===== src/hdl/midpoint_circle_outline_core_macros.svh =====
// assertion macros shared by the circle rasterizer rtl
`ifndef MIDPOINT_CIRCLE_OUTLINE_CORE_MACROS_SVH
`define MIDPOINT_CIRCLE_OUTLINE_CORE_MACROS_SVH
`ifndef NO_ASSERTIONS
// same-cycle implication
`define MPC_ASSERT_IMP(label, clk, rst_n, pre, post) \
	label: assert property (@(posedge clk) disable iff (!rst_n) (pre) |-> (post)) \
		else $error("assertion failed");
// next-cycle implication
`define MPC_ASSERT_NEXT(label, clk, rst_n, pre, post) \
	label: assert property (@(posedge clk) disable iff (!rst_n) (pre) |=> (post)) \
		else $error("assertion failed");
`else
`define MPC_ASSERT_IMP(label, clk, rst_n, pre, post)
`define MPC_ASSERT_NEXT(label, clk, rst_n, pre, post)
`endif
`endif


===== src/hdl/mpc_pkg.sv =====
package mpc_pkg;

	localparam int DEF_COORD_WIDTH = 16;

	// request kinds
	localparam logic KIND_START = 1'b0;
	localparam logic KIND_STEP  = 1'b1;

	typedef struct packed {
		logic        kind;
		logic [15:0] center_x;
		logic [15:0] center_y;
		logic [14:0] circle_radius;
		logic [15:0] ink;
	} req_item_t;

	typedef struct packed {
		logic [15:0] pixel_x;
		logic [15:0] pixel_y;
		logic [15:0] pixel_colour;
		logic        last_of_step;
		logic        circle_done;
	} pixel_item_t;

	// octant pixels in output order: offsets added to (cx, cy)
	typedef enum logic [2:0] {
		OCT_XP_YP,
		OCT_YP_XP,
		OCT_YN_XP,
		OCT_XN_YP,
		OCT_XN_YN,
		OCT_YN_XN,
		OCT_YP_XN,
		OCT_XP_YN
	} octant_t;

	localparam octant_t OCT_FIRST = OCT_XP_YP;
	localparam octant_t OCT_LAST  = OCT_XP_YN;

endpackage


===== src/hdl/mpc_engine.sv =====
`include "midpoint_circle_outline_core_macros.svh"

module mpc_engine #(
	parameter int COORD_WIDTH = mpc_pkg::DEF_COORD_WIDTH
) (
	input  logic                   clk,
	input  logic                   arst_n,
	input  mpc_pkg::req_item_t     req,
	input  logic                   req_valid,
	output logic                   req_stall,
	input  logic                   snap_free,
	output logic                   snap_load,
	output logic [COORD_WIDTH-1:0] snap_x,
	output logic [COORD_WIDTH-1:0] snap_y,
	output logic [COORD_WIDTH-1:0] snap_cx,
	output logic [COORD_WIDTH-1:0] snap_cy,
	output logic [15:0]            snap_colour,
	output logic                   snap_done
);

	mpc_pkg::req_item_t item_s1;
	logic               valid_s1;

	logic signed [16:0]    x_q;
	logic signed [16:0]    y_q;
	logic [17:0]           dx_q;
	logic [17:0]           dy_q;
	logic signed [19:0]    err_q;
	logic [COORD_WIDTH-1:0] cx_q;
	logic [COORD_WIDTH-1:0] cy_q;
	logic [14:0]           r_q;
	logic [15:0]           colour_q;
	logic                  active_q;

	logic                  is_start;
	logic                  go;
	logic                  err_le0;
	logic                  err1_gt0;
	logic signed [19:0]    err1;
	logic signed [19:0]    err2;
	logic signed [19:0]    two_r;
	logic [17:0]           dy1;
	logic [17:0]           dx1;
	logic signed [16:0]    x1;
	logic signed [16:0]    y1;
	logic                  done_next;

	assign is_start  = (item_s1.kind == mpc_pkg::KIND_START);
	// starts and idle steps never wait for the pixel side
	assign go        = valid_s1 && (is_start || !active_q || snap_free);
	assign req_stall = valid_s1 && !go;
	assign snap_load = go && !is_start && active_q;

	always_comb begin
		err_le0  = (err_q <= 20'sd0);
		err1     = err_le0 ? err_q + signed'({2'b00, dy_q}) : err_q;
		dy1      = err_le0 ? dy_q + 18'd2 : dy_q;
		y1       = err_le0 ? y_q + 17'sd1 : y_q;
		err1_gt0 = (err1 > 20'sd0);
		dx1      = err1_gt0 ? dx_q + 18'd2 : dx_q;
		two_r    = signed'({4'b0000, r_q, 1'b0});
		err2     = err1_gt0 ? err1 + signed'({2'b00, dx1}) - two_r : err1;
		x1       = err1_gt0 ? x_q - 17'sd1 : x_q;
		done_next = (x1 < y1);
	end

	assign snap_x      = x_q[COORD_WIDTH-1:0];
	assign snap_y      = y_q[COORD_WIDTH-1:0];
	assign snap_cx     = cx_q;
	assign snap_cy     = cy_q;
	assign snap_colour = colour_q;
	assign snap_done   = done_next;

	always_ff @(posedge clk or negedge arst_n) begin
		if (!arst_n) begin
			valid_s1 <= 1'b0;
		end else if (!req_stall) begin
			valid_s1 <= req_valid;
		end
	end

	always_ff @(posedge clk) begin
		if (req_valid && !req_stall) begin
			item_s1 <= req;
		end
	end

	always_ff @(posedge clk or negedge arst_n) begin
		if (!arst_n) begin
			x_q      <= '0;
			y_q      <= '0;
			dx_q     <= '0;
			dy_q     <= '0;
			err_q    <= '0;
			cx_q     <= '0;
			cy_q     <= '0;
			r_q      <= '0;
			colour_q <= '0;
			active_q <= 1'b0;
		end else if (go && is_start) begin
			cx_q     <= item_s1.center_x[COORD_WIDTH-1:0];
			cy_q     <= item_s1.center_y[COORD_WIDTH-1:0];
			r_q      <= item_s1.circle_radius;
			colour_q <= item_s1.ink;
			x_q      <= signed'({2'b00, item_s1.circle_radius}) - 17'sd1;
			y_q      <= '0;
			dx_q     <= 18'd1;
			dy_q     <= 18'd1;
			err_q    <= 20'sd1 - signed'({4'b0000, item_s1.circle_radius, 1'b0});
			active_q <= (item_s1.circle_radius != '0);
		end else if (snap_load) begin
			x_q      <= x1;
			y_q      <= y1;
			dx_q     <= dx1;
			dy_q     <= dy1;
			err_q    <= err2;
			active_q <= !done_next;
		end
	end

	`MPC_ASSERT_IMP(a_stall_needs_item, clk, arst_n, req_stall, valid_s1)
	`MPC_ASSERT_NEXT(a_done_ends_circle, clk, arst_n, snap_load && snap_done, !active_q)
	`MPC_ASSERT_IMP(a_active_in_octant, clk, arst_n, active_q, x_q >= y_q)

endmodule


===== src/hdl/mpc_emitter.sv =====
`include "midpoint_circle_outline_core_macros.svh"

module mpc_emitter #(
	parameter int COORD_WIDTH = mpc_pkg::DEF_COORD_WIDTH
) (
	input  logic                   clk,
	input  logic                   arst_n,
	input  logic                   snap_load,
	input  logic [COORD_WIDTH-1:0] snap_x,
	input  logic [COORD_WIDTH-1:0] snap_y,
	input  logic [COORD_WIDTH-1:0] snap_cx,
	input  logic [COORD_WIDTH-1:0] snap_cy,
	input  logic [15:0]            snap_colour,
	input  logic                   snap_done,
	output logic                   snap_free,
	output mpc_pkg::pixel_item_t   pixel,
	output logic                   pixel_valid,
	input  logic                   pixel_stall
);

	logic                   busy_q;
	logic [2:0]             idx_q;
	logic [COORD_WIDTH-1:0] sx_q;
	logic [COORD_WIDTH-1:0] sy_q;
	logic [COORD_WIDTH-1:0] scx_q;
	logic [COORD_WIDTH-1:0] scy_q;
	logic [15:0]            scol_q;
	logic                   sdone_q;

	mpc_pkg::pixel_item_t   out_q;
	logic                   out_valid_q;

	logic                   out_free;
	logic                   emit;
	logic                   last_idx;
	logic [COORD_WIDTH-1:0] off_x;
	logic [COORD_WIDTH-1:0] off_y;
	logic [COORD_WIDTH-1:0] px;
	logic [COORD_WIDTH-1:0] py;
	mpc_pkg::pixel_item_t   pix_d;

	assign out_free  = !out_valid_q || !pixel_stall;
	assign emit      = busy_q && out_free;
	assign last_idx  = (mpc_pkg::octant_t'(idx_q) == mpc_pkg::OCT_LAST);
	// the next step may load while the eighth pixel goes out
	assign snap_free = !busy_q || (emit && last_idx);

	always_comb begin
		case (mpc_pkg::octant_t'(idx_q))
			mpc_pkg::OCT_XP_YP: begin off_x = sx_q;  off_y = sy_q;  end
			mpc_pkg::OCT_YP_XP: begin off_x = sy_q;  off_y = sx_q;  end
			mpc_pkg::OCT_YN_XP: begin off_x = -sy_q; off_y = sx_q;  end
			mpc_pkg::OCT_XN_YP: begin off_x = -sx_q; off_y = sy_q;  end
			mpc_pkg::OCT_XN_YN: begin off_x = -sx_q; off_y = -sy_q; end
			mpc_pkg::OCT_YN_XN: begin off_x = -sy_q; off_y = -sx_q; end
			mpc_pkg::OCT_YP_XN: begin off_x = sy_q;  off_y = -sx_q; end
			mpc_pkg::OCT_XP_YN: begin off_x = sx_q;  off_y = -sy_q; end
			default:            begin off_x = sx_q;  off_y = sy_q;  end
		endcase
		// coordinates wrap at the coordinate width
		px = scx_q + off_x;
		py = scy_q + off_y;
		pix_d = '0;
		pix_d.pixel_x[COORD_WIDTH-1:0] = px;
		pix_d.pixel_y[COORD_WIDTH-1:0] = py;
		pix_d.pixel_colour = scol_q;
		pix_d.last_of_step = last_idx;
		pix_d.circle_done  = last_idx && sdone_q;
	end

	always_ff @(posedge clk or negedge arst_n) begin
		if (!arst_n) begin
			busy_q <= 1'b0;
			idx_q  <= 3'(mpc_pkg::OCT_FIRST);
		end else begin
			if (snap_load) begin
				busy_q <= 1'b1;
			end else if (emit && last_idx) begin
				busy_q <= 1'b0;
			end
			if (snap_load) begin
				idx_q <= 3'(mpc_pkg::OCT_FIRST);
			end else if (emit) begin
				idx_q <= idx_q + 3'd1;
			end
		end
	end

	always_ff @(posedge clk) begin
		if (snap_load) begin
			sx_q    <= snap_x;
			sy_q    <= snap_y;
			scx_q   <= snap_cx;
			scy_q   <= snap_cy;
			scol_q  <= snap_colour;
			sdone_q <= snap_done;
		end
	end

	always_ff @(posedge clk or negedge arst_n) begin
		if (!arst_n) begin
			out_valid_q <= 1'b0;
		end else if (out_free) begin
			out_valid_q <= emit;
		end
	end

	always_ff @(posedge clk) begin
		if (emit) begin
			out_q <= pix_d;
		end
	end

	assign pixel       = out_q;
	assign pixel_valid = out_valid_q;

	`MPC_ASSERT_IMP(a_load_when_free, clk, arst_n, snap_load, snap_free)
	`MPC_ASSERT_NEXT(a_busy_after_last, clk, arst_n, emit && last_idx, busy_q == $past(snap_load))
	`MPC_ASSERT_IMP(a_done_on_last, clk, arst_n, out_valid_q && out_q.circle_done, out_q.last_of_step)

endmodule


===== src/hdl/midpoint_circle_outline_core.sv =====
// step request: the accepted request is registered, its offsets are copied into the
// emitter snapshot, and its eight pixels leave the output register one per cycle
// while pixel_stall is low; start requests and steps with no active circle emit
// nothing and never wait; the next step can load while the last pixel is emitted
// async active-low reset: no circle active, all valids low, circle state zero

module midpoint_circle_outline_core #(
	parameter int COORD_WIDTH = mpc_pkg::DEF_COORD_WIDTH
) (
	input  logic                 clk,
	input  logic                 arst_n,
	input  mpc_pkg::req_item_t   req,
	input  logic                 req_valid,
	output logic                 req_stall,
	output mpc_pkg::pixel_item_t pixel,
	output logic                 pixel_valid,
	input  logic                 pixel_stall
);

	logic                   snap_free;
	logic                   snap_load;
	logic [COORD_WIDTH-1:0] snap_x;
	logic [COORD_WIDTH-1:0] snap_y;
	logic [COORD_WIDTH-1:0] snap_cx;
	logic [COORD_WIDTH-1:0] snap_cy;
	logic [15:0]            snap_colour;
	logic                   snap_done;

	mpc_engine #(
		.COORD_WIDTH(COORD_WIDTH)
	) u_engine (
		.clk         (clk),
		.arst_n      (arst_n),
		.req         (req),
		.req_valid   (req_valid),
		.req_stall   (req_stall),
		.snap_free   (snap_free),
		.snap_load   (snap_load),
		.snap_x      (snap_x),
		.snap_y      (snap_y),
		.snap_cx     (snap_cx),
		.snap_cy     (snap_cy),
		.snap_colour (snap_colour),
		.snap_done   (snap_done)
	);

	mpc_emitter #(
		.COORD_WIDTH(COORD_WIDTH)
	) u_emitter (
		.clk         (clk),
		.arst_n      (arst_n),
		.snap_load   (snap_load),
		.snap_x      (snap_x),
		.snap_y      (snap_y),
		.snap_cx     (snap_cx),
		.snap_cy     (snap_cy),
		.snap_colour (snap_colour),
		.snap_done   (snap_done),
		.snap_free   (snap_free),
		.pixel       (pixel),
		.pixel_valid (pixel_valid),
		.pixel_stall (pixel_stall)
	);

endmodule


===== config.mk =====
export PLATFORM = sky130hd
export DESIGN_NAME = midpoint_circle_outline_core
export DESIGN_NICKNAME = d
export VERILOG_FILES = /design/src/hdl/mpc_pkg.sv /design/src/hdl/mpc_engine.sv /design/src/hdl/mpc_emitter.sv /design/src/hdl/midpoint_circle_outline_core.sv
export VERILOG_INCLUDE_DIRS = /design/src /design/src/hdl
export SDC_FILE = /design/constraint.sdc
export NUM_CORES = 1
export LEC_CHECK = 0
export BUFFER_PORTS_ARGS = -buffer_cell sky130_fd_sc_hd__buf_2
export CORE_AREA = 10 10 325 170
export CTS_BUF_LIST = sky130_fd_sc_hd__clkbuf_16
export DETAILED_ROUTE_END_ITERATION = 8
export DIE_AREA = 0 0 335 180
export MAX_ROUTING_LAYER = met4
export PLACE_DENSITY = 0.58
export SYNTH_ARGS = -nofsm -noshare
export SYNTH_HDL_FRONTEND = slang
export SYNTH_SLANG_ARGS = --single-unit

===== constraint.sdc =====
create_clock -name clk -period 8.45 [get_ports clk]
set_input_delay 0.845 -clock clk [delete_from_list [all_inputs] [get_ports clk]]
set_output_delay 0.845 -clock clk [all_outputs]
set_load 0.1 [all_outputs]

---- Word-level counts from Yosys, hierarchy flattened ----
Index checks and enable logic that the tools add are counted.
word-level totals
  flip-flop bits (word level) ............. 355
  input port bits ......................... 68
  output and inout port bits .............. 52
  word-level logic and storage cells ...... 114
cells by class
  $add $sub $neg .......................... 14
  $lt $le $gt $ge ......................... 3
  eq/ne operators ......................... 7
  multiplexer cells ....................... 24
  bitwise gates (word level) .............. 1
  reductions and logical operators ........ 35
operators by type and width
  operator                                                        number
  one-hot mux 16 bit (4 select lines)                             2
  2-to-1 mux 18 bit                                               6
  2-to-1 mux 17 bit                                               6
  2-to-1 mux 20 bit                                               4
  adder 20 x 19 -> 20 bit                                         2
  adder 18 x 2 -> 18 bit, second input constant                   2
  adder 16 bit                                                    2
  negation 16 bit                                                 2
  greater-than comparator 20 x 1 -> 1 bit, second input constant  1
  <= comparator 20 x 1 -> 1 bit, second input constant            1
  subtractor 20 x 17 -> 20 bit                                    1
  adder 17 x 2 -> 17 bit, second input constant                   1
  less-than comparator 17 bit                                     1
  subtractor 1 x 16 -> 17 bit, first input constant               1
  subtractor 17 x 2 -> 17 bit, second input constant              1
  OR reduction 2 bit                                              8
  subtractor 15 x 1 -> 16 bit, second input constant              1
  nonzero test 15 bit                                             1
  == test 3 bit, second input constant                            4
  logical AND 1 bit                                               9
  nonzero test 2 bit                                              4
  zero test 1 bit                                                 7
  == test 3 x 2 -> 1 bit, second input constant                   2
  2-to-1 mux 3 bit                                                2
  other kinds (7)                                                 13

---- Longest topological paths before layout ----
  depth in word-level cells ............... 11
  gate-level depth with buffers ........... 36
  depth with buffers taken out ............ 35

---- Modules after synthesis ----
Synthesis repeated with hierarchy kept, for this count alone.
second synthesis, totals
  cells, all modules ...................... 1985
  area, all modules ....................... 19920.4 µm²
by module, submodules not included
  module       instances  cells each  area each (µm²)  seq. area each (µm²)
  mpc_engine   1          1365        12793.5          5775.5
  mpc_emitter  1          620         7126.8           4058.9

---- Least setup slack after synthesis ----
OpenSTA, ideal clock, no wires.
  path type ............................... register to register
  start point ............................. register u_engine.dy_q[8]
  end point ............................... register u_engine.err_q[19]
  setup time .............................. 0.101 ns
  data arrival time ....................... 7.664 ns
  required time ........................... 8.349 ns
  setup slack ............................. 0.685 ns
  stages on the path, launching flop included .. 33
  buffers on the path ..................... 2
  period minus slack after synthesis ...... 7.765 ns
  path through ............................ dfrtp_1 ha_1 clkbuf_1 a21oi_1 o21ai_0 a22oi_1 a31oi_1 o21a_1 o21ai_0 nand2_1 clkbuf_1 ha_1 nand4b_1 or3_1 o41a_1 or4_4 nor4_4 nand4_1 nand2_1 mux2_2 fa_1 ha_1 o21ai_0 a22oi_1 a31o_2 a2111oi_0 nor3_1 a31oi_1 a21oi_1 a31oi_1 o21ai_0 xor2_1 o32ai_1
between the ends
  word-level cells in the longest chain between the ends .. 9
ends and longest elaborated chain
  what                                     line               source
  start: declaration                       mpc_engine.sv:27   logic [17:0] dy_q;
  start signal: assignment                 mpc_engine.sv:115  dy_q <= dy1;
  adder 20 x 19 -> 20 bit (*)              mpc_engine.sv:56   err1 = err_le0 ? err_q + signed'({2'b00, dy_q}) : err_q;
  2-to-1 mux 20 bit (*)                    mpc_engine.sv:56
  greater-than comparator 20 x 1 -> 1 bit  mpc_engine.sv:59   err1_gt0 = (err1 > 20'sd0);
  2-to-1 mux 18 bit                        mpc_engine.sv:60   dx1 = err1_gt0 ? dx_q + 18'd2 : dx_q;
  adder 20 x 19 -> 20 bit                  mpc_engine.sv:62   err2 = err1_gt0 ? err1 + signed'({2'b00, dx1}) - two_r : err1;
  subtractor 20 x 17 -> 20 bit             mpc_engine.sv:62
  2-to-1 mux 20 bit (*)                    mpc_engine.sv:62
  2-to-1 mux 20 bit (*)                    mpc_engine.sv:111  end else if (snap_load) begin
  2-to-1 mux 20 bit (*)                    mpc_engine.sv:100  end else if (go && is_start) begin
  end signal: assignment                   mpc_engine.sv:109  err_q <= 20'sd1 - signed'({4'b0000, item_s1.circle_radius, 1'b0});
  end signal: assignment                   mpc_engine.sv:116  err_q <= err2;
  end: declaration                         mpc_engine.sv:28   logic signed [19:0] err_q;
Mark *: on every way between the ends. The rest lies on a longest branch, timed or not. The select of a mux whose other input is x is not followed.
A chain may end at the register's enable or synchronous reset.

---- Worst setup path after layout ----
  start point ............................. register u_engine.err_q[0]
  end point ............................... register u_engine.err_q[17]
between the ends
  word-level cells in the longest chain between the ends .. 9
  elaborated cells between the ends (all ways) .. 10
  classes of those cells .................. add/sub (3); order compare (2); mux (5)
ends and longest elaborated chain
  what                                                                      line
  adder 20 x 19 -> 20 bit or <= comparator 20 x 1 -> 1 bit (tied branches)  mpc_engine.sv:56, mpc_engine.sv:55
  2-to-1 mux 20 bit (*)                                                     mpc_engine.sv:56
  greater-than comparator 20 x 1 -> 1 bit                                   mpc_engine.sv:59
  2-to-1 mux 18 bit                                                         mpc_engine.sv:60
  adder 20 x 19 -> 20 bit                                                   mpc_engine.sv:62
  subtractor 20 x 17 -> 20 bit                                              mpc_engine.sv:62
  2-to-1 mux 20 bit (*)                                                     mpc_engine.sv:62
  2-to-1 mux 20 bit (*)                                                     mpc_engine.sv:111
  2-to-1 mux 20 bit (*)                                                     mpc_engine.sv:100
Marked as above.

==> run_results.csv <==
group,metric,value,unit
run_status,status,"finished clean",
power,ir_worst_vdd,226.9,uV
worst_setup_path,slowest_stage,"or4_4",
floorplanning,die_w,335,um
worst_setup_path,cp.arrival,8.55,ns
yosys,ys.flop_type,"edfxtp_1",
worst_hold_path,hold_class,"input port to async pin",
yosys,yosys_warnings,0,
clock_network,numClockSinks,354,
sta,fin_crit_sh,96.53,%
sta,finalHoldViolations,0,
worst_setup_path,rr_worst_depth,36,
power,p_leak,9.080,nW
power,power_density,417.8,mW/mm^2
clock_network,clockBufferDepth,3,
worst_setup_path,crit_fanout,4,
worst_setup_path,cp-end-kind,"flop",
yosys,synth.cell_area,0.01964,mm^2
sta,setup_viol,0,
detailed_routing,wire_per_inst,22.17,um
global_routing,gr-total-overflow,0,
floorplanning,ios,120,
worst_setup_path,critPathRequiredTime,8.84,ns
worst_setup_path,start_kind,"flop",
worst_setup_path,r2r_setup_slack,0.29,ns
detailed_routing,vias_per_cell,5.711,
floorplanning,initial_core_util,39.56,%
floorplanning,coreArea,0.04964,mm^2
yosys,syn_avg_cell_area,10.16,um^2
clock_network,cts-buffers-inserted,35,
yosys,synthTopCellsByArea,"edfxtp_1, dfrtp_1, ha_1",
finish,syn_to_final_growth,12.94,%
yosys,synth_common_cells,"nand2_1, edfxtp_1, dfrtp_1",
yosys,synthesis.nets,2117,
floorplanning,die-height,180,um
worst_setup_path,critPathKind,"flop to flop",
detailed_routing,drc,0,
detailed_routing,first_iter_violations,1726,
finish,layout.nets,2226,
sta,fin_crit,8.157,ns
detailed_routing,totalWireLength,60.45,mm
detailed_routing,drtPass1Iterations,6,
detailed_routing,ant_nets,0,
yosys,ys_async_sr_fraction,44.92,%
yosys,ys_seq_elements,354,
finish,drive_gt1_share,12.14,%
floorplanning,floorplan.rows,58,
yosys,yosys.area.top_type_share,29.82,%
sta,relSlewSlack,15.73,%
placed_design,dp.final_hpwl,44.10,mm
clock_network,clk_latency,0.55,ns
sta,fin_setup_tns,0,ns
finish,design_area,0.02218,mm^2
yosys,synthMuxAreaShare,1.102,%
flow_run,cap_violations,0,
placed_design,dp.cells,2661,
placed_design,placed_area,0.02099,mm^2
yosys,ys_types,84,
detailed_routing,vias,15580,
clock_network,postCtsHoldBufs,0,
global_routing,grtUsageTotal,20.08,%
clock_network,cts_tree,"yes",
worst_setup_path,r2r_start,"u_engine.err_q[0]",
finish,fillers,4782,
worst_setup_path,crit_path_max_incr_delay,0.54,ns
yosys,synth-simple-area-share,16.89,%
yosys,synth_compound_area_share,14.87,%
placed_design,io_buffers,119,
finish,fin_cells,2727,
yosys,synth-seq-area-share,50.08,%
yosys,synth_cells,1932,
placed_design,gp_congestion,0.9376,
yosys,synth_top_area_cell,"edfxtp_1",
global_routing,grt_pass1_wl,91.61,mm
yosys,synth_fa_ha_area_share,8.143,%
floorplanning,die_area,0.06030,mm^2
clock_network,ctsHtreeMaxLevel,2,
finish,final_core_util,44.68,%
sta,fin_skew,0.01572,ns
global_routing,grt_pass1_vias,14470,
yosys,synth_most_common_cell,"nand2_1",
clock_network,clk_pin_slew,0.06,ns
clock_network,ctsRootBufferMaster,"clkbuf_16",
worst_setup_path,r2r_end,"u_engine.err_q[17]",
sta,worstMarginPinSlew,1.248,ns
finish,diodes,0,
yosys,synth_xor_area_share,5.798,%
yosys,synth_top_family_by_area,"simple AND/OR/NAND/NOR gates",
yosys,synth_edf_count,195,
sta,maxSlewViolCount,0,
global_routing,grt_max_degree,74,
sta,fmax,122.6,MHz
global_routing,grt_antenna_before_repair,0,
## layout make-up
cell class              count  area, um^2  share of cell area, %
flip-flops and latches    354        9834                  44.34
multi-input cells        1426        9284                  41.86
clock buffers              36       900.9                  4.062
repair buffers            157       890.9                  4.017
well taps                 660       825.8                  3.724
inverters                  67       254.0                  1.145
clock inverters            27       187.7                 0.8463
## worst max-delay path by stage
stage	cells past startpoint	slack [ns]	endpoint	start
after floorplan	32	0.68	u_engine.err_q[19]	u_engine.dy_q[8]
after global placement	35	0.27	u_engine.err_q[19]	u_engine.err_q[0]
after detailed placement	34	0.12	u_engine.err_q[19]	u_engine.err_q[0]
after CTS	34	0.07	u_engine.err_q[19]	u_engine.err_q[0]
after global routing	33	-0.1	u_engine.err_q[18]	u_engine.err_q[0]
final	36	0.29	u_engine.err_q[17]	u_engine.err_q[0]
## stage by stage
| step | hold slack [ns] | power, mW | setup WS (ns) |
|---|---|---|---|
| finish | 0.2054 | 9.266 | 0.2934 |
| global route | 0.2394 | 9.842 | -0.09560 |
| CTS | 0.2208 | 9.096 | 0.07012 |
| detailed placement | 0.4045 | 7.516 | 0.1220 |
| global placement | 0.4018 | 7.468 | 0.2661 |
| floorplan | 0.4003 | 6.145 | 0.6849 |
## report_power, final
group          internal [mW]  total, mW  switching (mW)  leakage, nW
clock network          0.840       1.54           0.697        0.574
registers               2.37       2.67           0.301         3.84
logic                   1.64       5.05            3.42         4.67
total                   4.85       9.27            4.41         9.08
## flip-flops by register name (all words and copies together) (netlist names)
name	count
u_emitter.pixel_valid	1
u_engine.y_q	17
u_emitter.sdone_q	1
u_emitter.pixel	50
u_engine.x_q	17
u_emitter.idx_q	3
u_engine.snap_cx	16
u_emitter.busy_q	1
u_engine.r_q	15
u_engine.active_q	1
u_emitter.sy_q	16
u_engine.snap_colour	16
u_engine.valid_s1	1
u_emitter.scol_q	16
u_engine.snap_cy	16
u_engine.dx_q	17
u_emitter.scx_q	16
u_engine.err_q	20
u_emitter.scy_q	16
u_engine.dy_q	18
u_engine.item_s1	64
u_emitter.sx_q	16
## per-layer routing
metal / routed length (um) / track usage [%]
met1: 31290 / 32.62
met4: 627 / 2.499
met5: 0 / -
met2: 20780 / 22.41
met3: 7753 / 7.568
## worst max-delay path: cells and delay by family (launching register included)
family / cells / cell delay, ns
buffers and inverters: 3 / 0.29
DFF: 1 / 0.40
and+or+nand+nor: 8 / 1.91
muxes: 1 / 0.37
adders and majority gates: 5 / 1.62
AOI/OAI and AO/OA: 17 / 3.16
xor gates and xnor gates: 2 / 0.25
## logic make-up after synthesis
| group | Yosys count |
|---|---|
| multiplexers | 21 |
| adder cells (fa/ha/maj) | 117 |
| flip-flops | 354 |
| AO/OA/AOI/OAI | 454 |
| buffers and inverters | 152 |
| XOR/XNOR | 130 |
| AND/OR/NAND/NOR | 704 |
## what timing repair did
item / 4_1_cts / 5_1_grt
hold endpoints to repair: 0 / 0
setup buffers: 0 / 3
setup endpoints to repair: 0 / 9
resized for setup: 0 / 19
## layout by cell type, fill, tap and decap left out, drive strengths merged, types with 20 or more instances in the layout
| cell type | n |
|---|---|
| a21o | 21 |
| a21oi | 97 |
| a31oi | 20 |
| and3 | 27 |
| buf | 157 |
| clkbuf | 36 |
| dfrtp | 159 |
| edfxtp | 195 |
| ha | 99 |
| inv | 81 |
| nand2 | 294 |
| nand3 | 62 |
| nor2 | 119 |
| nor3 | 70 |
| o21ai | 147 |
| or3 | 43 |
| xnor2 | 78 |
| xor2 | 52 |
Note: power is estimated with default switching activity, not from simulation.
